--- config.mk ---
export PLATFORM = sky130hd
export DESIGN_NAME = hbs_mul
export DESIGN_NICKNAME = d
export VERILOG_FILES = /design/src/design/assert_macros.svh /design/src/design/hbs_pkg.sv /design/src/design/hbs_mul.sv
export SDC_FILE = /design/constraint.sdc
export NUM_CORES = 2
export LEC_CHECK = 0
export ABC_AREA = 1
export BUFFER_PORTS_ARGS = -buffer_cell sky130_fd_sc_hd__buf_2
export CAP_MARGIN = 30
export CORE_MARGIN = 8
export CORE_UTILIZATION = 45
export DETAILED_ROUTE_END_ITERATION = 16
export PLACE_DENSITY_LB_ADDON = 0.2
export SYNTH_ARGS = -nofsm -noshare
export SYNTH_HDL_FRONTEND = slang
export SYNTH_SLANG_ARGS = --single-unit
--- constraint.sdc ---
create_clock -name clk -period 8.5 [get_ports clk]
set_clock_uncertainty 0.1 [all_clocks]
set_input_delay 0.425 -clock clk [delete_from_list [all_inputs] [get_ports clk]]
set_output_delay 0.425 -clock clk [all_outputs]
set_load 0.03 [all_outputs]
--- src/design/assert_macros.svh ---
// Assertion helpers; define ASSERT_OFF to compile them out.
`ifndef ASSERT_MACROS_SVH
`define ASSERT_MACROS_SVH

`ifndef ASSERT_OFF
// checked only out of reset
`define ASSERT_PROP(label, prop, msg) \
	label: assert property (@(posedge clk) disable iff (!arst_n) (prop)) \
		else $error(msg);
// checked on every edge, reset included
`define ASSERT_RST(label, prop, msg) \
	label: assert property (@(posedge clk) (prop)) else $error(msg);
`else
`define ASSERT_PROP(label, prop, msg)
`define ASSERT_RST(label, prop, msg)
`endif

`endif

--- src/design/hbs_pkg.sv ---
`timescale 1ns / 1ps
`default_nettype none

package hbs_pkg;

	localparam int MAX_MAP_WIDTH  = 256;
	localparam int MAX_MAP_HEIGHT = 256;

	localparam int COL_W   = $clog2(MAX_MAP_WIDTH);
	localparam int ROW_W   = $clog2(MAX_MAP_HEIGHT);
	localparam int ADDR_W  = $clog2(MAX_MAP_WIDTH * MAX_MAP_HEIGHT);
	localparam int DEPTH   = MAX_MAP_WIDTH * MAX_MAP_HEIGHT;

	localparam int LEVEL_W = 8;
	localparam int DIM_W   = 9;
	localparam int CFG_W   = 24;
	localparam int POS_W   = 24;

	// shared multiplier: signed operands, full product
	localparam int MUL_W   = 25;
	localparam int PROD_W  = 2 * MUL_W;

	localparam logic [1:0] FUNC_LOAD     = 2'd0;
	localparam logic [1:0] FUNC_NEAREST  = 2'd1;
	localparam logic [1:0] FUNC_BILINEAR = 2'd2;

	localparam logic [2:0] CFG_MAP_WIDTH   = 3'd0;
	localparam logic [2:0] CFG_MAP_HEIGHT  = 3'd1;
	localparam logic [2:0] CFG_SCALE_X     = 3'd2;
	localparam logic [2:0] CFG_SCALE_Z     = 3'd3;
	localparam logic [2:0] CFG_HEIGHT_GAIN = 3'd4;

	typedef struct packed {
		logic               we;
		logic               re;
		logic [ADDR_W-1:0]  addr;
		logic [LEVEL_W-1:0] wdata;
	} mem_req_t;

endpackage

`default_nettype wire

--- src/design/hbs_mul.sv ---
`timescale 1ns / 1ps
`default_nettype none

// Shared signed multiplier, product registered; holds when en is low.
module hbs_mul (
	input  wire                                 clk,
	input  wire                                 en,
	input  wire signed [hbs_pkg::MUL_W-1:0]     a,
	input  wire signed [hbs_pkg::MUL_W-1:0]     b,
	output logic signed [hbs_pkg::PROD_W-1:0]   prod_q
);
	import hbs_pkg::*;

	always_ff @(posedge clk) begin
		if (en) begin
			prod_q <= a * b;
		end
	end

endmodule

`default_nettype wire

[Word level (Yosys, flattened, before mapping)]
Index checks and enable logic that the tools add are counted.
Word-level totals
  flip-flop bits (word level): 50
  input bits: 52
  output and inout port bits: 50
  logic and storage cells: 2
Operators by class
  $mul: 1
Operator list (count)
  25-bit by 25-bit multiplier with 50-bit output: 1

[Depth between registers and ports, before layout]
  depth after elaboration: 1
  mapped depth: 30
  mapped depth without buffers: 28

[Worst setup path before layout]
Ideal clock, no wire load.
  path type: input port to flip-flop
  start: input a[24] in the netlist's numbering
  end: register prod_q[47] in the netlist's numbering (data pin)
  setup time: 0.253 ns
  data arrival time: 6.510 ns
  required time: 8.147 ns
  setup slack: 1.637 ns
  cell stages on the path: 23
  buffers on the path: 2
  path through: clkbuf_1 -> clkbuf_1 -> nand2_1 -> inv_1 -> fa_1 -> inv_1 -> fa_1 -> inv_1 -> fa_1 -> inv_1 -> fa_1 -> fa_1 -> fa_1 -> fa_1 -> inv_1 -> ha_1 -> nand2_1 -> nor2_1 -> nand2_1 -> nor3_2 -> nand3_1 -> nand4_1 -> nand2_1
On the way
  cells in the longest elaborated chain, start to end: 1
Ends and longest elaborated chain
  from (decl): RTL line hbs_mul.sv:8  | input wire signed [hbs_pkg::MUL_W-1:0] a,
  25-bit by 25-bit multiplier with 50-bit output: RTL line hbs_mul.sv:16  | prod_q <= a * b;
  to (signal assigned): RTL line hbs_mul.sv:16
  to (decl): RTL line hbs_mul.sv:10  | output logic signed [hbs_pkg::PROD_W-1:0] prod_q
No other way between the ends.
A chain may end at the register's enable or synchronous reset.

[Final worst setup path]
  start: input a[24] in the netlist's numbering
  end: register prod_q[45] in the netlist's numbering (data pin)
The elaborated chain is that of the path after synthesis.

==> metrics <==
Min-Delay Path Depth 2; slowest cell on the critical path fa_1; CTS tree built; antenna violations before repair 5; Worst-Margin Slew approximately 0.84 ns; met2 WL approximately 36 mm; Critical Path, Cell by Cell buf_2 > nand2_1 > inv_1 > fa_1 > inv_1 > fa_1 > inv_1 > fa_1 > inv_1 > fa_1 > fa_1 > fa_1 > fa_1 > inv_1 > ha_1 > nand2_1 > nor2_1 > inv_1 > nor2_1 > nand2_1 > nor2_1 > nand2_1 > nand4_1 > nand2_1; Reg area 1501 um2; crit-path max FO 15; adder and majority gate portion of the synthesized area a little under three fifths; Vias per Instance approximately 4.8; Die Width roughly 260 um; largest register by flop count prod_q; H-tree level count 2; Post-Synth XOR/XNOR Area between 1 and 1.5%; min-delay src en; vias in the first global route 22,597; Detailed Route WL roughly 70 mm; starting density of the core 45.58%; met1 WL 28.40 mm; post-synthesis cell area 26,900 um2; clk buf depth 2; Multi-input gate area ~20,000 um2; Critical Path RT around 8.5 ns; most used cell, CP fa_1; Async SR Flop Fraction 0%; uppermost layer routed met5; area grow syn2layout 4.312%; gpl congestion roughly 0.94; Crit Path Class in -> reg; GRT overflow 0; compound-cell area share of the yosys netlist roughly 1.3%; Row Count 89; Final setup violation count 0; Clock Pin Slew Worst Setup and Hold Paths ~0.07 ns; DR WL/cell ~16 um; Num CTS Buffers 5; Worst Hold Class in -> reg; clock root buffer clkbuf_16; hold path endpoint prod_q[7]$_DFFE_PP_; EDFF count, synth 50; fin crit period approximately 7.3 ns; Final period util a little under nine tenths; IO Port Bufs just over 100; Resized Gates After CTS 0; status complete, no violations; Max stage delay on crit path roughly 0.89 ns; Vias around 20,000; first-pass GRT wire length 117.8 mm; Simple-Gate Fraction of Synth Area 17.73%; Avg Cell Area, Syn about 7.7 um2; RSZ-0062 raised after global routing no; f_max 0.1376 GHz; Seq cells post-synth 50; IO Pins approximately 100; routed wire length on met3 ~3.3 mm; largest delay contributor family on the critical path adder cells; largest family of logic cells by synthesized area adder cells; register area share after synthesis ~5.6%; # fillers between 5,000 and 6,000; Sum Neg Setup Slack 0 ns; # nets final 4,312; Final Max Tran Viols 0; drt drc 0; Post-Syn Nets between 4,000 and 5,000; Relative slew margins 43.74%; CORE AREA 59,020 um2; max reg flops 50; Top Registers prod_q (50); CTS sink cnt 50; ys flop type edfxtp_1; mux cell area share after synthesis 0%; largest net degree at the start of global routing a little over 50; synth unique cells 28; max-cap violations 0; Cells after Synth 3,490; Post-CTS Setup Repair Bufs 0; share of cells above drive strength 1 5.228%; dpl hpwl between 60 and 70 mm; post-route ant nets 0; Buf+Inv Stages, Crit Path 7; WP data arrival just over 7 ns; Yosys warning count 0; Initial DRC Count ~1,100; CP endpoint kind flip-flop; Worst Setup Start Kind input port; hold_buf cts 0; Final Hold Vio Count 0; Pre-antenna DRT Iters 5; Die Ht between 200 and 300 um; die footprint between 60,000 and 70,000 um2; GRT Util Overall 21.80%
==> cell usage in the layout (no fill, tap or decap), types with 3 or more instances in the layout <==
master / count
inv_1: 1190
nand2_1: 995
fa_1: 658
ha_1: 141
buf_2: 101
nor2_1: 86
edfxtp_1: 50
a21oi_1: 44
nand3_1: 41
xor2_1: 20
nor2_2: 16
nand4_1: 16
inv_2: 14
buf_4: 12
xnor2_1: 11
o21ai_0: 9
nor3_2: 8
nand2_2: 7
or2_2: 7
nor3_1: 7
o21bai_1: 6
clkbuf_16: 5
diode_2: 4
nand3_2: 4
nor2_4: 3
nand3b_1: 3
==> cell type report <==
class / count / share of cell area [%]
diodes: 4 / 0.03567
clock buffers: 5 / 0.4459
clock inverters: 3 / 0.07580
inverters: 1204 / 16.11
multi-input cells: 2087 / 72.42
flip-flops and latches: 50 / 5.351
well taps: 773 / 3.447
repair buffers: 113 / 2.123
==> kinds of logic (layout without fill, tap and decap cells) <==
family                   count (synthesis)  in the layout
adder cells (fa/ha/maj)                799            799
other                                    0              4
AND/OR/NAND/NOR                       1194           1194
AO/OA/AOI/OAI                           63             63
flip-flops                              50             50
buffers and inverters                 1353           1325
XOR/XNOR                                31             31
==> through the flow <==
stage | hold WS (ns) | cell area, um2 | worst slack (ns) | std cells | util [%]
3_5_place_dp | 0.8092 | 27900 | 0.9240 | 4227 | 47.28
4_1_cts | 0.7050 | 28050 | 1.229 | 4235 | 47.53
6_report | 0.6790 | 28060 | 1.235 | 4239 | 47.54
5_1_grt | 0.7102 | 28050 | 0.7749 | 4237 | 47.53
3_3_place_gp | 0.8061 | 27900 | 1.016 | 4227 | 47.28
2_1_floorplan | 0.4375 | 26900 | 1.637 | 3490 | -
==> layer usage <==
metal / track usage [%] / up-vias
met5: 0 / -
met4: 5.901 / 2
met3: 2.212 / 132
met2: 40.29 / 515
met1: 26.87 / 10061
li1: - / 9440
==> cell usage after synthesis (3+ instances only) <==
cell type	number	share of area (%)
nand2_2	7	0.16
fa_1	658	49
ha_1	141	6.6
clkbuf_1	148	2.1
nand3_2	4	0.15
or2_2	7	0.16
nor3_2	8	0.30
nand3b_1	3	0.084
edfxtp_1	50	5.6
xor2_1	20	0.65
nor3_1	7	0.13
nand3_1	41	0.76
a21oi_1	44	0.82
o21ai_0	9	0.17
nor2_2	16	0.37
o21bai_1	6	0.17
nand4_1	16	0.37
inv_2	14	0.20
nor2_4	3	0.13
inv_1	1190	17
nor2_1	86	1.2
xnor2_1	11	0.36
nand2_1	995	14
==> how the worst max path moves through the flow <==
stage                     startpoint                    to  slack, ns  cells after the start
final                          a[24]  prod_q[45]$_DFFE_PP_       1.23                     24
after global routing           a[24]  prod_q[45]$_DFFE_PP_       0.77                     24
after CTS                      a[24]  prod_q[41]$_DFFE_PP_       1.23                     22
after detailed placement       a[24]  prod_q[45]$_DFFE_PP_       0.92                     24
after global placement         a[24]  prod_q[45]$_DFFE_PP_       1.02                     24
after floorplan                a[24]  prod_q[47]$_DFFE_PP_       1.64                     23
Power is left out: the tool's default activity adds up to more than one toggle a clock period on the data nets, which glitch-free logic cannot reach.
